<file path="config.mk">
export PLATFORM = sky130hd
export DESIGN_NAME = bitmap_slot_allocator_flat
export DESIGN_NICKNAME = d
export VERILOG_FILES = /design/src/bsa_pkg.sv /design/src/bsa_channels.sv /design/src/bitmap_slot_allocator.sv /design/src/bsa_map_store.sv /design/src/bsa_divider.sv /design/src/flat_wrapper.sv
export SDC_FILE = /design/constraint.sdc
export NUM_CORES = 1
export LEC_CHECK = 0
export BUFFER_PORTS_ARGS = -buffer_cell sky130_fd_sc_hd__clkbuf_2
export CAP_MARGIN = 20
export CORE_ASPECT_RATIO = 0.8
export CORE_MARGIN = 10
export CORE_UTILIZATION = 60
export CTS_BUF_LIST = sky130_fd_sc_hd__clkbuf_4 sky130_fd_sc_hd__clkbuf_8
export DETAILED_ROUTE_END_ITERATION = 8
export PLACE_DENSITY = 0.79
export SLEW_MARGIN = 20
export SYNTH_ARGS = -nofsm -noshare
export SYNTH_HDL_FRONTEND = slang
export SYNTH_HIERARCHICAL = 1
export SYNTH_SLANG_ARGS = --single-unit
</file>
<file path="constraint.sdc">
create_clock -name clock -period 8 [get_ports clock]
set_input_delay 1.2 -clock clock [delete_from_list [all_inputs] [get_ports clock]]
set_output_delay 1.2 -clock clock [all_outputs]
set_load 0.01 [all_outputs]
</file>
<file path="src/bsa_pkg.sv">
package bsa_pkg;

   localparam int MAX_SLOTS = 256;
   localparam int IDX_W     = (MAX_SLOTS > 1) ? $clog2(MAX_SLOTS) : 1;
   localparam int CNT_W     = $clog2(MAX_SLOTS + 1);
   localparam int ROW_BITS  = (MAX_SLOTS < 32) ? MAX_SLOTS : 32;
   localparam int ROWS      = MAX_SLOTS / ROW_BITS;
   localparam int COL_W     = (ROW_BITS > 1) ? $clog2(ROW_BITS) : 1;
   localparam int ROW_W     = (ROWS > 1) ? $clog2(ROWS) : 1;
   localparam int STEP_W    = $clog2(IDX_W + 1);

   localparam int SIZE_W    = 16;
   localparam int LIMIT_W   = 9;
   localparam int ADDR_W    = 32;
   localparam int CSR_ADDR_W = 4;

   localparam logic [1:0] REG_SLOT_BYTES   = 2'd0;
   localparam logic [1:0] REG_SLOT_LIMIT   = 2'd1;
   localparam logic [1:0] REG_BASE_ADDRESS = 2'd2;

   localparam logic OP_ALLOC = 1'b0;
   localparam logic OP_FREE  = 1'b1;

   typedef enum logic [2:0] {
      ST_OK      = 3'd0,
      ST_SIZE    = 3'd1,
      ST_OOM     = 3'd2,
      ST_NULL    = 3'd3,
      ST_BADFREE = 3'd4
   } status_type;

   typedef struct packed {
      logic                clear;
      logic                rd_en;
      logic [ROW_W-1:0]    rd_row;
      logic                wr_en;
      logic [ROW_W-1:0]    wr_row;
      logic [ROW_BITS-1:0] wr_data;
   } map_cmd_type;

   typedef struct packed {
      logic [ROW_BITS-1:0] rd_data;
      logic [ROWS-1:0]     row_full;
   } map_stat_type;

   typedef struct packed {
      logic             done;
      logic             over;
      logic [IDX_W-1:0] quot;
   } div_result_type;

endpackage

</file>
<file path="src/bsa_channels.sv">
interface bsa_req_if;
   import bsa_pkg::*;

   logic                valid;
   logic                ready;
   logic                op;
   logic [SIZE_W-1:0]   request_size;
   logic [ADDR_W-1:0]   free_address;

   modport source (output valid, output op, output request_size, output free_address,
                   input ready);
   modport sink   (input valid, input op, input request_size, input free_address,
                   output ready);
endinterface

interface bsa_rsp_if;
   import bsa_pkg::*;

   logic                valid;
   logic                ready;
   status_type          status;
   logic [ADDR_W-1:0]   slot_address;
   logic [IDX_W-1:0]    slot_index;
   logic [CNT_W-1:0]    live_count;

   modport source (output valid, output status, output slot_address, output slot_index,
                   output live_count, input ready);
   modport sink   (input valid, input status, input slot_address, input slot_index,
                   input live_count, output ready);
endinterface

</file>
<file path="src/bitmap_slot_allocator.sv">
// Fixed-size slot allocator. Software programs the slot size, the slot limit and the
// base address over the APB port; any register write empties the pool. Each request
// transfer yields exactly one response transfer. An accepted allocate passes through
// a check step that also reads an occupancy row of the bitmap memory, a step that
// writes the modified row back, a step for the index times size product, one for the
// address add, and the hand-off into the response register. A free that reaches the
// divider passes through the check step, the iterative divider that turns the address
// offset into a slot index one bit per cycle, a step that takes the quotient and reads
// the row, the row write-back, and the hand-off. A free whose quotient cannot be a slot
// goes from the divider straight to the hand-off, and a request rejected by the check
// step (size mismatch, out of memory, null or invalid free) goes from there straight
// to the hand-off. The hand-off waits while the response register still holds a result
// that the consumer has not taken. The bitmap is kept in rows of 32 bits; per-row valid
// flags make reset and register writes empty the pool at once, so no clearing pass is
// needed. The next request is taken as soon as the previous result sits in the response
// register, even if that result has not yet been taken by the consumer.
module bitmap_slot_allocator (
   input  logic                            clock,
   input  logic                            reset,
   bsa_req_if.sink                         req_bus,
   bsa_rsp_if.source                       rsp_bus,
   input  logic                            psel,
   input  logic                            penable,
   input  logic                            pwrite,
   input  logic [bsa_pkg::CSR_ADDR_W-1:0]  paddr,
   input  logic [31:0]                     pwdata,
   output logic [31:0]                     prdata,
   output logic                            pready
);
   import bsa_pkg::*;

   typedef enum logic [3:0] {
      S_IDLE, S_CHECK, S_ALLOC_WR, S_ALLOC_MUL, S_ALLOC_ADD, S_DIV, S_FREE_WR, S_DONE
   } state_type;

   state_type               state_ff, state_in;

   // Configuration registers.
   logic [SIZE_W-1:0]       slot_bytes_ff, slot_bytes_in;
   logic [LIMIT_W-1:0]      slot_limit_ff, slot_limit_in;
   logic [ADDR_W-1:0]       base_ff, base_in;

   // Pool count and the request being worked on.
   logic [CNT_W-1:0]        used_ff, used_in;
   logic                    op_ff, op_in;
   logic [SIZE_W-1:0]       size_ff, size_in;
   logic [ADDR_W-1:0]       faddr_ff, faddr_in;
   logic [ROW_W-1:0]        row_ff, row_in;
   logic [IDX_W-1:0]        idx_ff, idx_in;
   logic [IDX_W+SIZE_W-1:0] prod_ff, prod_in;
   logic [ADDR_W-1:0]       addr_ff, addr_in;
   status_type              status_ff, status_in;

   // Response register.
   logic                    rsp_valid_ff, rsp_valid_in;
   status_type              rsp_status_ff, rsp_status_in;
   logic [ADDR_W-1:0]       rsp_addr_ff, rsp_addr_in;
   logic [IDX_W-1:0]        rsp_index_ff, rsp_index_in;
   logic [CNT_W-1:0]        rsp_count_ff, rsp_count_in;

   logic                    cfg_wr;
   logic [1:0]              cfg_sel;
   logic [CNT_W-1:0]        lim_eff;
   logic [ROW_W-1:0]        free_row;
   logic [COL_W-1:0]        free_col;
   logic [ROW_BITS-1:0]     alloc_bit;
   logic [ROW_BITS-1:0]     release_bit;

   map_cmd_type             map_cmd;
   map_stat_type            map_stat;
   logic                    div_start;
   div_result_type          div_res;

   bsa_map_store u_map (
      .clock (clock),
      .reset (reset),
      .cmd   (map_cmd),
      .stat  (map_stat)
   );

   bsa_divider u_div (
      .clock    (clock),
      .reset    (reset),
      .start    (div_start),
      .dividend (faddr_ff - base_ff),
      .divisor  (slot_bytes_ff),
      .result   (div_res)
   );

   // APB: no wait states; registers read back as written, cut to their field widths.
   assign pready  = 1'b1;
   assign cfg_sel = paddr[3:2];
   assign cfg_wr  = psel && penable && pwrite && pready;

   always_comb begin
      case (cfg_sel)
         REG_SLOT_BYTES:   prdata = 32'(slot_bytes_ff);
         REG_SLOT_LIMIT:   prdata = 32'(slot_limit_ff);
         REG_BASE_ADDRESS: prdata = base_ff;
         default:          prdata = '0;
      endcase
   end

   // A limit above the built capacity behaves as the capacity.
   assign lim_eff = (32'(slot_limit_ff) > 32'(MAX_SLOTS)) ? CNT_W'(MAX_SLOTS)
                                                          : CNT_W'(slot_limit_ff);

   // Lowest row that still has a free slot, and the lowest free bit in the row read back.
   always_comb begin
      free_row = '0;
      for (int r = ROWS - 1; r >= 0; r--) begin
         if (!map_stat.row_full[r]) begin
            free_row = ROW_W'(r);
         end
      end
   end

   always_comb begin
      free_col = '0;
      for (int c = ROW_BITS - 1; c >= 0; c--) begin
         if (!map_stat.rd_data[c]) begin
            free_col = COL_W'(c);
         end
      end
   end

   assign alloc_bit   = ROW_BITS'(1) << free_col;
   assign release_bit = ROW_BITS'(1) << idx_ff[COL_W-1:0];

   always_comb begin
      state_in      = state_ff;
      slot_bytes_in = slot_bytes_ff;
      slot_limit_in = slot_limit_ff;
      base_in       = base_ff;
      used_in       = used_ff;
      op_in         = op_ff;
      size_in       = size_ff;
      faddr_in      = faddr_ff;
      row_in        = row_ff;
      idx_in        = idx_ff;
      prod_in       = prod_ff;
      addr_in       = addr_ff;
      status_in     = status_ff;
      rsp_valid_in  = rsp_valid_ff;
      rsp_status_in = rsp_status_ff;
      rsp_addr_in   = rsp_addr_ff;
      rsp_index_in  = rsp_index_ff;
      rsp_count_in  = rsp_count_ff;
      map_cmd       = '0;
      div_start     = 1'b0;

      if (rsp_bus.ready) begin
         rsp_valid_in = 1'b0;
      end

      case (state_ff)
         S_IDLE: begin
            if (req_bus.valid) begin
               op_in    = req_bus.op;
               size_in  = req_bus.request_size;
               faddr_in = req_bus.free_address;
               state_in = S_CHECK;
            end
         end
         S_CHECK: begin
            if (op_ff == OP_ALLOC) begin
               if (slot_bytes_ff == '0 || size_ff != slot_bytes_ff) begin
                  status_in = ST_SIZE;
                  state_in  = S_DONE;
               end else if (used_ff >= lim_eff) begin
                  status_in = ST_OOM;
                  state_in  = S_DONE;
               end else begin
                  // Slots at or above the limit are never marked, so the lowest free
                  // slot of the whole map lies below the limit here.
                  map_cmd.rd_en  = 1'b1;
                  map_cmd.rd_row = free_row;
                  row_in         = free_row;
                  state_in       = S_ALLOC_WR;
               end
            end else begin
               if (faddr_ff == '0) begin
                  status_in = ST_NULL;
                  state_in  = S_DONE;
               end else if (slot_bytes_ff == '0 || faddr_ff < base_ff) begin
                  status_in = ST_BADFREE;
                  state_in  = S_DONE;
               end else begin
                  div_start = 1'b1;
                  state_in  = S_DIV;
               end
            end
         end
         S_ALLOC_WR: begin
            map_cmd.wr_en   = 1'b1;
            map_cmd.wr_row  = row_ff;
            map_cmd.wr_data = map_stat.rd_data | alloc_bit;
            idx_in          = {row_ff, free_col};
            used_in         = used_ff + CNT_W'(1);
            status_in       = ST_OK;
            state_in        = S_ALLOC_MUL;
         end
         S_ALLOC_MUL: begin
            prod_in  = idx_ff * slot_bytes_ff;
            state_in = S_ALLOC_ADD;
         end
         S_ALLOC_ADD: begin
            addr_in  = base_ff + ADDR_W'(prod_ff);
            state_in = S_DONE;
         end
         S_DIV: begin
            if (div_res.done) begin
               if (div_res.over || CNT_W'(div_res.quot) >= lim_eff) begin
                  status_in = ST_BADFREE;
                  state_in  = S_DONE;
               end else begin
                  map_cmd.rd_en  = 1'b1;
                  map_cmd.rd_row = div_res.quot[IDX_W-1:COL_W];
                  idx_in         = div_res.quot;
                  state_in       = S_FREE_WR;
               end
            end
         end
         S_FREE_WR: begin
            if (!map_stat.rd_data[idx_ff[COL_W-1:0]]) begin
               status_in = ST_BADFREE;
            end else begin
               map_cmd.wr_en   = 1'b1;
               map_cmd.wr_row  = idx_ff[IDX_W-1:COL_W];
               map_cmd.wr_data = map_stat.rd_data & ~release_bit;
               if (used_ff != '0) begin
                  used_in = used_ff - CNT_W'(1);
               end
               status_in = ST_OK;
            end
            state_in = S_DONE;
         end
         S_DONE: begin
            // Hand the result over once the response register is free or being emptied.
            if (!rsp_valid_ff || rsp_bus.ready) begin
               rsp_valid_in  = 1'b1;
               rsp_status_in = status_ff;
               rsp_index_in  = (status_ff == ST_OK) ? idx_ff : '0;
               rsp_addr_in   = (status_ff == ST_OK && op_ff == OP_ALLOC) ? addr_ff : '0;
               rsp_count_in  = used_ff;
               state_in      = S_IDLE;
            end
         end
         default: state_in = S_IDLE;
      endcase

      // Do register writes in idle only (unchecked by the block); each empties the pool.
      if (cfg_wr) begin
         case (cfg_sel)
            REG_SLOT_BYTES:   slot_bytes_in = pwdata[SIZE_W-1:0];
            REG_SLOT_LIMIT:   slot_limit_in = pwdata[LIMIT_W-1:0];
            REG_BASE_ADDRESS: base_in       = pwdata[ADDR_W-1:0];
            default:          ;
         endcase
         if (cfg_sel == REG_SLOT_BYTES || cfg_sel == REG_SLOT_LIMIT ||
             cfg_sel == REG_BASE_ADDRESS) begin
            map_cmd.clear = 1'b1;
            used_in       = '0;
         end
      end
   end

   always_ff @(posedge clock) begin
      if (reset) begin
         state_ff      <= S_IDLE;
         slot_bytes_ff <= SIZE_W'(1);
         slot_limit_ff <= '0;
         base_ff       <= '0;
         used_ff       <= '0;
         rsp_valid_ff  <= 1'b0;
      end else begin
         state_ff      <= state_in;
         slot_bytes_ff <= slot_bytes_in;
         slot_limit_ff <= slot_limit_in;
         base_ff       <= base_in;
         used_ff       <= used_in;
         rsp_valid_ff  <= rsp_valid_in;
         op_ff         <= op_in;
         size_ff       <= size_in;
         faddr_ff      <= faddr_in;
         row_ff        <= row_in;
         idx_ff        <= idx_in;
         prod_ff       <= prod_in;
         addr_ff       <= addr_in;
         status_ff     <= status_in;
         rsp_status_ff <= rsp_status_in;
         rsp_addr_ff   <= rsp_addr_in;
         rsp_index_ff  <= rsp_index_in;
         rsp_count_ff  <= rsp_count_in;
      end
   end

   assign req_bus.ready        = (state_ff == S_IDLE);
   assign rsp_bus.valid        = rsp_valid_ff;
   assign rsp_bus.status       = rsp_status_ff;
   assign rsp_bus.slot_address = rsp_addr_ff;
   assign rsp_bus.slot_index   = rsp_index_ff;
   assign rsp_bus.live_count   = rsp_count_ff;

   // The row picked for an allocation must really hold a free slot.
   a_alloc_row_has_space: assert property (@(posedge clock) disable iff (reset)
      state_ff == S_ALLOC_WR |-> map_stat.rd_data != '1)
      else $error("allocation row read back full");

   // A successful allocation raises the live count by exactly one.
   a_alloc_counts: assert property (@(posedge clock) disable iff (reset)
      state_ff == S_ALLOC_WR |=> used_ff == $past(used_ff) + CNT_W'(1))
      else $error("live count did not follow allocation");

   // The live count never passes the effective limit.
   a_count_bound: assert property (@(posedge clock) disable iff (reset)
      used_ff <= lim_eff)
      else $error("live count above slot limit");

   // Failed requests report neither a slot nor an address.
   a_fail_clean: assert property (@(posedge clock) disable iff (reset)
      rsp_valid_ff && rsp_status_ff != ST_OK |-> rsp_index_ff == '0 && rsp_addr_ff == '0)
      else $error("failed request carries slot data");

   // An accepted request always starts with the check cycle.
   a_accept_to_check: assert property (@(posedge clock) disable iff (reset)
      req_bus.valid && req_bus.ready |=> state_ff == S_CHECK)
      else $error("accepted request not checked");

endmodule

</file>
<file path="src/bsa_map_store.sv">
module bsa_map_store (
   input  logic                  clock,
   input  logic                  reset,
   input  bsa_pkg::map_cmd_type  cmd,
   output bsa_pkg::map_stat_type stat
);
   import bsa_pkg::*;

   logic [ROW_BITS-1:0] mem [ROWS];
   logic [ROWS-1:0]     row_valid_ff;
   logic [ROWS-1:0]     row_full_ff;
   logic [ROW_BITS-1:0] rd_q_ff;
   logic                rd_vld_ff;

   // Occupancy rows; a row that was never written since the last clear reads as all free.
   always_ff @(posedge clock) begin
      if (cmd.wr_en) begin
         mem[cmd.wr_row] <= cmd.wr_data;
      end
      if (cmd.rd_en) begin
         rd_q_ff <= mem[cmd.rd_row];
      end
   end

   always_ff @(posedge clock) begin
      if (reset || cmd.clear) begin
         row_valid_ff <= '0;
         row_full_ff  <= '0;
         rd_vld_ff    <= 1'b0;
      end else begin
         if (cmd.wr_en) begin
            row_valid_ff[cmd.wr_row] <= 1'b1;
            row_full_ff[cmd.wr_row]  <= &cmd.wr_data;
         end
         if (cmd.rd_en) begin
            rd_vld_ff <= row_valid_ff[cmd.rd_row];
         end
      end
   end

   assign stat.rd_data  = rd_vld_ff ? rd_q_ff : '0;
   assign stat.row_full = row_full_ff;

endmodule

</file>
<file path="src/bsa_divider.sv">
module bsa_divider (
   input  logic                        clock,
   input  logic                        reset,
   input  logic                        start,
   input  logic [bsa_pkg::ADDR_W-1:0]  dividend,
   input  logic [bsa_pkg::SIZE_W-1:0]  divisor,
   output bsa_pkg::div_result_type     result
);
   import bsa_pkg::*;

   typedef enum logic {D_IDLE, D_RUN} dstate_type;

   dstate_type                state_ff, state_in;
   logic [ADDR_W-1:0]         rem_ff, rem_in;
   logic [SIZE_W+IDX_W-1:0]   div_ff, div_in;
   logic [STEP_W-1:0]         step_ff, step_in;
   logic [IDX_W-1:0]          quot_ff, quot_in;
   logic                      done_ff, done_in;
   logic                      over_ff, over_in;
   logic                      ge;

   // Restoring division, one quotient bit a cycle. The first compare against the
   // divisor shifted by the full index width flags quotients that cannot be a slot.
   assign ge = rem_ff >= ADDR_W'(div_ff);

   always_comb begin
      state_in = state_ff;
      rem_in   = rem_ff;
      div_in   = div_ff;
      step_in  = step_ff;
      quot_in  = quot_ff;
      done_in  = 1'b0;
      over_in  = over_ff;
      case (state_ff)
         D_IDLE: begin
            if (start) begin
               rem_in   = dividend;
               div_in   = {divisor, {IDX_W{1'b0}}};
               step_in  = STEP_W'(IDX_W);
               quot_in  = '0;
               over_in  = 1'b0;
               state_in = D_RUN;
            end
         end
         D_RUN: begin
            if (step_ff == STEP_W'(IDX_W)) begin
               if (ge) begin
                  over_in  = 1'b1;
                  done_in  = 1'b1;
                  state_in = D_IDLE;
               end else begin
                  div_in  = div_ff >> 1;
                  step_in = step_ff - STEP_W'(1);
               end
            end else begin
               if (ge) begin
                  rem_in = rem_ff - ADDR_W'(div_ff);
               end
               quot_in = {quot_ff[IDX_W-2:0], ge};
               div_in  = div_ff >> 1;
               step_in = step_ff - STEP_W'(1);
               if (step_ff == '0) begin
                  done_in  = 1'b1;
                  state_in = D_IDLE;
               end
            end
         end
         default: state_in = D_IDLE;
      endcase
   end

   always_ff @(posedge clock) begin
      if (reset) begin
         state_ff <= D_IDLE;
         done_ff  <= 1'b0;
      end else begin
         state_ff <= state_in;
         done_ff  <= done_in;
         rem_ff   <= rem_in;
         div_ff   <= div_in;
         step_ff  <= step_in;
         quot_ff  <= quot_in;
         over_ff  <= over_in;
      end
   end

   assign result.done = done_ff;
   assign result.over = over_ff;
   assign result.quot = quot_ff;

endmodule
</file>
<file path="src/flat_wrapper.sv">
// flat-port wrapper written by rule: the top's interface ports become plain ports
module bitmap_slot_allocator_flat import bsa_pkg::*;
  (clock, reset, psel, penable, pwrite, paddr, pwdata, prdata, pready, req_bus_valid, req_bus_op, req_bus_request_size, req_bus_free_address, req_bus_ready, rsp_bus_valid, rsp_bus_status, rsp_bus_slot_address, rsp_bus_slot_index, rsp_bus_live_count, rsp_bus_ready);
  bsa_req_if req_bus_i ();
  bsa_rsp_if rsp_bus_i ();
  input  logic clock;
  input  logic reset;
  input  logic psel;
  input  logic penable;
  input  logic pwrite;
  input  logic [bsa_pkg::CSR_ADDR_W-1:0] paddr;
  input  logic [31:0] pwdata;
  output logic [31:0] prdata;
  output logic pready;
  input wire logic [$bits(req_bus_i.valid)-1:0] req_bus_valid;
  input wire logic [$bits(req_bus_i.op)-1:0] req_bus_op;
  input wire logic [$bits(req_bus_i.request_size)-1:0] req_bus_request_size;
  input wire logic [$bits(req_bus_i.free_address)-1:0] req_bus_free_address;
  output wire logic [$bits(req_bus_i.ready)-1:0] req_bus_ready;
  output wire logic [$bits(rsp_bus_i.valid)-1:0] rsp_bus_valid;
  output wire logic [$bits(rsp_bus_i.status)-1:0] rsp_bus_status;
  output wire logic [$bits(rsp_bus_i.slot_address)-1:0] rsp_bus_slot_address;
  output wire logic [$bits(rsp_bus_i.slot_index)-1:0] rsp_bus_slot_index;
  output wire logic [$bits(rsp_bus_i.live_count)-1:0] rsp_bus_live_count;
  input wire logic [$bits(rsp_bus_i.ready)-1:0] rsp_bus_ready;
  assign req_bus_i.valid = req_bus_valid;
  assign req_bus_i.op = req_bus_op;
  assign req_bus_i.request_size = req_bus_request_size;
  assign req_bus_i.free_address = req_bus_free_address;
  assign req_bus_ready = req_bus_i.ready;
  assign rsp_bus_valid = rsp_bus_i.valid;
  assign rsp_bus_status = rsp_bus_i.status;
  assign rsp_bus_slot_address = rsp_bus_i.slot_address;
  assign rsp_bus_slot_index = rsp_bus_i.slot_index;
  assign rsp_bus_live_count = rsp_bus_i.live_count;
  assign rsp_bus_i.ready = rsp_bus_ready;
  bitmap_slot_allocator u_core (.clock(clock), .reset(reset), .req_bus(req_bus_i), .rsp_bus(rsp_bus_i), .psel(psel), .penable(penable), .pwrite(pwrite), .paddr(paddr), .pwdata(pwdata), .prdata(prdata), .pready(pready));
endmodule
</file>
Word level (Yosys, flattened, before mapping)
Memories as Yosys holds them, arrays and structs flattened. A register that Yosys moved wholly into a read port is not among the register bits.
Cells that the tools add are included.
Word-level totals
  output and inout bits: 87
  bits of input ports: 92
  register bits after elaboration: 330
  memories: 1
  bits in latches: 0
  ROM bits: 0
  logic and storage cells: 241
  memory bits (writable): 256
Operators by class
  $mul: 1
  div/mod/pow operators: 0
  shifts and indexed selects: 2
  $add $sub $neg: 6
  mux-type cells: 123
  reductions and logical operators: 39
  bitwise operators: 9
  magnitude comparators: 9
  equal/unequal tests: 23
Memory list
  u_core.u_map.mem: depth 8, width 32, read ports 1, clocked after Yosys merged registers in 1, wr ports 1, RTL line bsa_map_store.sv:9  | logic [ROW_BITS-1:0] mem [ROWS];
Operators by type and width (count)
  $mux 5: 32
  $mux 32: 4
  $pmux 32 s3: 1
  $mux 24: 3
  $pmux 36 s2: 1
  $pmux 32 s2: 1
  $shl 1x5->32 const A: 2
  $mux 4: 13
  $mux 3: 17
  $pmux 24 s2: 1
  $mux 9: 5
  $mux 36: 1
  $add 32x24->32: 1
  $and 32x32->32: 1
  $ge 32x24->1: 1
  $logic_not 32->1: 1
  $lt 32x32->1: 1
  $mux 8: 4
  $not 32->32: 1
  $or 32x32->32: 1
  $pmux 8 s2: 2
  $reduce_and 32->1: 1
  $sub 32x24->32: 1
  $sub 32x32->32: 1
  other kinds (51): 115

Logic depth before layout (Yosys ltp)
  depth after elaboration: 41
  mapped depth: 22
  gate-level depth less buffers: 19

Hierarchy
The synthesis kept the hierarchy.
Modules (own cells, without submodules)
  bitmap_slot_allocator: area an instance 17750.8 sq um, times used 1, cells an instance 1914, sequential area each 6536.3 sq um
  bsa_map_store: area an instance 11576.1 sq um, times used 1, cells an instance 519, sequential area each 8988.6 sq um
  bsa_divider: area an instance 4653.2 sq um, times used 1, cells an instance 451, sequential area each 2112.0 sq um

Worst setup path before layout
No wires, ideal clock.
  kind: reg-to-reg
  from: register u_core.faddr_ff[0]
  to: register u_core.u_div.rem_ff[0] (enable)
  library setup time: 470 ps
  path buffers: 0
  required time: 7530 ps
  clock period less this slack: 6133 ps
  path slack: 1867 ps
  arrival time: 5662 ps
  stages on the path, launching flop included: 16
  path through: edfxtp_1 inv_1 ha_1 fa_1 nor2b_1 o31a_1 o31ai_1 a21boi_1 a41oi_1 o21ai_1 a21oi_1 nor3_1 nor2_1 or2_2 a21oi_1 a21boi_0
Between the ends
  longest elaborated chain between the ends: 8
  elaborated cells between the ends (all ways): 9
  those cells by class: order compare: 1; eq/ne: 1; mux: 4; reduce/logical: 3
RTL lines
  start, declared: RTL line bitmap_slot_allocator.sv:47  | logic [ADDR_W-1:0] faddr_ff, faddr_in;
  start signal, assigned: RTL line bitmap_slot_allocator.sv:285  | faddr_ff <= faddr_in;
  $lt 32x32->1: RTL line bitmap_slot_allocator.sv:185  | end else if (slot_bytes_ff == '0 || faddr_ff < base_ff) begin
  $logic_or 1x1->1: RTL line bitmap_slot_allocator.sv:185
  $mux 1: RTL line bitmap_slot_allocator.sv:185
  $mux 1 (*): RTL line bitmap_slot_allocator.sv:182  | if (faddr_ff == '0) begin
  $mux 1 (*): RTL line bitmap_slot_allocator.sv:166  | if (op_ff == OP_ALLOC) begin
  $mux 1 (*): RTL line bitmap_slot_allocator.sv:156  | case (state_ff)
  net u_core.div_start: RTL line bitmap_slot_allocator.sv:71  | logic div_start;
  $ne 2x1->1 (no source line) (*)
  $reduce_and 4->1 (no source line) (*)
  end signal, assigned: RTL line bsa_divider.sv:79  | rem_ff <= rem_in;
  end, declared: RTL line bsa_divider.sv:14  | logic [ADDR_W-1:0] rem_ff, rem_in;
The timed path passes the listed nets; every way through them passes the cells marked *.
A chain may end at the register's enable or synchronous reset.

==> flow_summary_export.csv <==
group,metric,value,unit
outcome,status,"completed",
cts,numCtsBuffers,95,
power_and_ir_drop,seq_power_share,0.514,
yosys,netlist_instances,2884,
sta,setup_viol,0,
floorplanning,core,55690,um2
cts,cts_tree,"yes",
place,dpl.hpwl,65.37,mm
cts,cts.htree.levels,3,
floorplanning,initial_utilization,0.6102,
yosys,synth_area,33980,um2
power_and_ir_drop,internal_power,5349,uW
floorplanning,rows,77,
yosys,synthArstFlopShare,0,
sta,fmax,171.6,MHz
yosys,yosys-top-cells-area,"edfxtp_1, ha_1, dfxtp_1, fa_1, mux4_2",
cts,cts.sinks,617,
cts,root_buffer,"clkbuf_8",
place,portBuffers,175,
power_and_ir_drop,combPwrFrac,0.086,
global_route,antenna_found_initial,1,
global_route,overflow,0,
yosys,synth_commonest_cells,"edfxtp_1, nand2_1, a21oi_1",
sta,worst_slew_pin_slew,1.095,ns
cts,cts_resized,0,
global_route,grt_pass1_vias,24048,
global_route,grt_pass1_wl,140.9,mm
yosys,ys.flop_type,"edfxtp_1",
finish,nets,3388,
cts,cts_setup_buffers,0,
floorplanning,dieArea,66610,um2
sta,slew_headroom,0.2699,
cts,postCtsHoldBufs,0,
floorplanning,die_h,232.9,um
yosys,synth.most_common_cell,"edfxtp_1",
route,drt-pass1-iter-count,6,
finish,fin_util,0.6767,
cts,clockBufferDepth,3,
floorplanning,die_w,286.1,um
finish,instances_no_fill,3895,
power_and_ir_drop,switching_share,0.2439,
finish,fillers,4116,
route,drt_wl_total,91.85,mm
critical_path,worstSetupPathType,"reg -> reg",
global_route,grt_usage,0.2743,
route,vias_per_cell,6.293,
yosys,synth_top_area_share,0.4666,
yosys,synth.yosys.seq_area_share,0.5190,
floorplanning,io_pins,179,
critical_path,rrSetupSlack,2.17,ns
place,place_ws,2.309,ns
critical_path,cp-start-kind,"flop",
yosys,synth.avg_cell_area,11.78,um2
sta,finClkSkew,0.03012,ns
power_and_ir_drop,power_switching,1726,uW
critical_path,cp-end-kind,"flop",
power_and_ir_drop,p_leak,0.01434,uW
yosys,synth_cell_type_count,91,
sta,finalHoldViolCount,0,
finish,layout-drive-gt1-share,0.1737,
sta,min_period,5.827,ns
route,first_iter_violations,3057,
min_path,worstHoldPathType,"reg -> reg",
sta,fin_ws,2.173,ns
yosys,syn_nets,3207,
critical_path,cp.required,8.58,ns
place,routabilityCongestion,0.9938,
yosys,ys_ff_latch,617,
sta,rsz0062_at_grt,"no",
route,antenna_left,0,
route,routedWlPerCell,23.58,um
yosys,synth_edf_count,528,
power_and_ir_drop,irDropWorstVdd,0.1605,mV
global_route,grt_start_max_net_pins,58,
sta,setup_tns,0,ns
place,postPlaceCellArea,35590,um2
run,drv_cap,0,
finish,area_growth,10.89,%
yosys,yosys_warnings,6,
route,vias,24513,
power_and_ir_drop,p_per_area,187.7,nW/um2
route,drcViolationCount,0,
critical_path,critPathMaxFanout,33,
yosys,synth_top_cell_by_area,"edfxtp_1",
cts,clk_pin_slew_worst_paths,0.06,ns
sta,final_max_slew_viol_count,0,
sta,finalCritPeriodShare,0.7284,
power_and_ir_drop,clock_power_share,0.400,
place,placedCellCount,3717,
cts,clock_latency,0.72,ns
critical_path,cp_data_arrival_time,6.41,ns
finish,fin_area,37680,um2
-- placed cells by master (no fill, tap or decap), types with 14 or more instances in the layout --
cell	synthesis	layout
edfxtp_1	528	528
nand2_1	297	297
a21oi_1	192	192
inv_1	186	186
clkbuf_2	0	175
and2_1	170	170
nor2_1	148	147
ha_1	144	144
o21ai_0	141	129
clkbuf_8	1	108
dfxtp_1	89	88
fa_1	87	87
xnor2_1	74	74
mux4_2	72	72
mux2_2	60	60
nand3_1	52	52
a21o_1	41	41
nand4_1	41	41
nor3_1	36	35
buf_4	3	34
xor2_1	32	32
o21a_1	30	30
mux2i_1	27	27
nor2b_1	26	26
a31oi_1	25	24
clkbuf_4	0	22
nor4_1	23	21
nand2b_1	20	20
o21ai_1	9	20
or3_1	17	17
clkinv_2	0	16
o21bai_1	15	15
clkinv_1	2	14
-- registers in the layout, indices dropped and copies added (netlist names), 16 cells and up --
signal,cells
u_core/size_ff,16
u_core/base_ff,32
u_core/slot_bytes_ff,16
u_core/rsp_bus.slot_address,32
u_core/addr_ff,32
u_core/u_div/div_ff,24
u_core/u_map/mem,256
u_core/u_div/rem_ff,32
u_core/prod_ff,24
u_core/u_map/rd_q_ff,32
u_core/faddr_ff,32
-- routing by layer --
layer,GRT usage,vias up,part of all wire
met5,0,-,0
met4,0.08149,0,0.027
met3,0.06332,176,0.11
met2,0.4016,1380,0.43
met1,0.4032,12077,0.43
li1,-,10880,-
-- cell type report --
| class | instances | area [um2] | share of cell area |
|---|---|---|---|
| diodes | 1 | 2.502 | 0.00006641 |
| flip-flops and latches | 617 | 17640 | 0.4681 |
| clock inverters | 46 | 420.4 | 0.01116 |
| clock buffers | 130 | 1652 | 0.04383 |
| well taps | 750 | 938.4 | 0.02490 |
| inverters | 189 | 709.4 | 0.01883 |
| multi-input cells | 1951 | 15160 | 0.4022 |
| repair buffers | 211 | 1164 | 0.03088 |
-- power by group through the flow --
stage,clock (uW),combinational (uW),sequential [uW]
floorplan,0,432,3660
global placement,0,573,3700
detailed placement,0,593,3700
CTS,2880,598,3630
global route,3020,663,3640
finish,2830,608,3630
-- worst max-delay path: stages, from the launching register on --
cell and delay (ns):
dfxtp_1 0.96, and2_1 0.35, inv_1 0.07, o21ai_0 0.17, a21boi_0 0.14, o221ai_1 0.27, o21ai_0 0.16, a221oi_1 0.50
o22ai_1 0.24, nand2b_1 0.32, o21ai_0 0.83, nand4_1 0.38, or4_1 0.84, o41ai_1 0.46
-- through the flow --
| step | hold WS, ns | total power [uW] |
|---|---|---|
| final | 0.4673 | 7074 |
| after detailed placement | 0.4550 | 4292 |
| after global routing | 0.5001 | 7323 |
| after CTS | 0.4694 | 7110 |
| after global placement | 0.4423 | 4269 |
| after floorplan | 0.4348 | 4093 |
-- logic make-up (layout without fill, tap and decap cells) --
kind of cell    count (synthesis)  after routing  share of synthesized area
simple gates                  881            881                     0.1287
flops                         617            617                     0.5190
compound gates                568            568                     0.1031
buf+inv                       316            576                    0.03837
fa+ha+maj                     231            231                     0.1043
mux                           164            164                    0.07909
xor+xnor                      106            106                    0.02732
other cells                     1              2                  0.0001104
-- worst paths after layout --
kind              cells past startpoint                      endpoint                          from
setup / recovery                     13   u_core/u_map/row_full_ff[5]        u_core/u_map/rd_vld_ff
hold / removal                        1  u_core/u_map/row_valid_ff[3]  u_core/u_map/row_valid_ff[3]
setup reg to reg                     13   u_core/u_map/row_full_ff[5]        u_core/u_map/rd_vld_ff
hold reg to reg                       1  u_core/u_map/row_valid_ff[3]  u_core/u_map/row_valid_ff[3]
(Power assumes the default switching activity.)
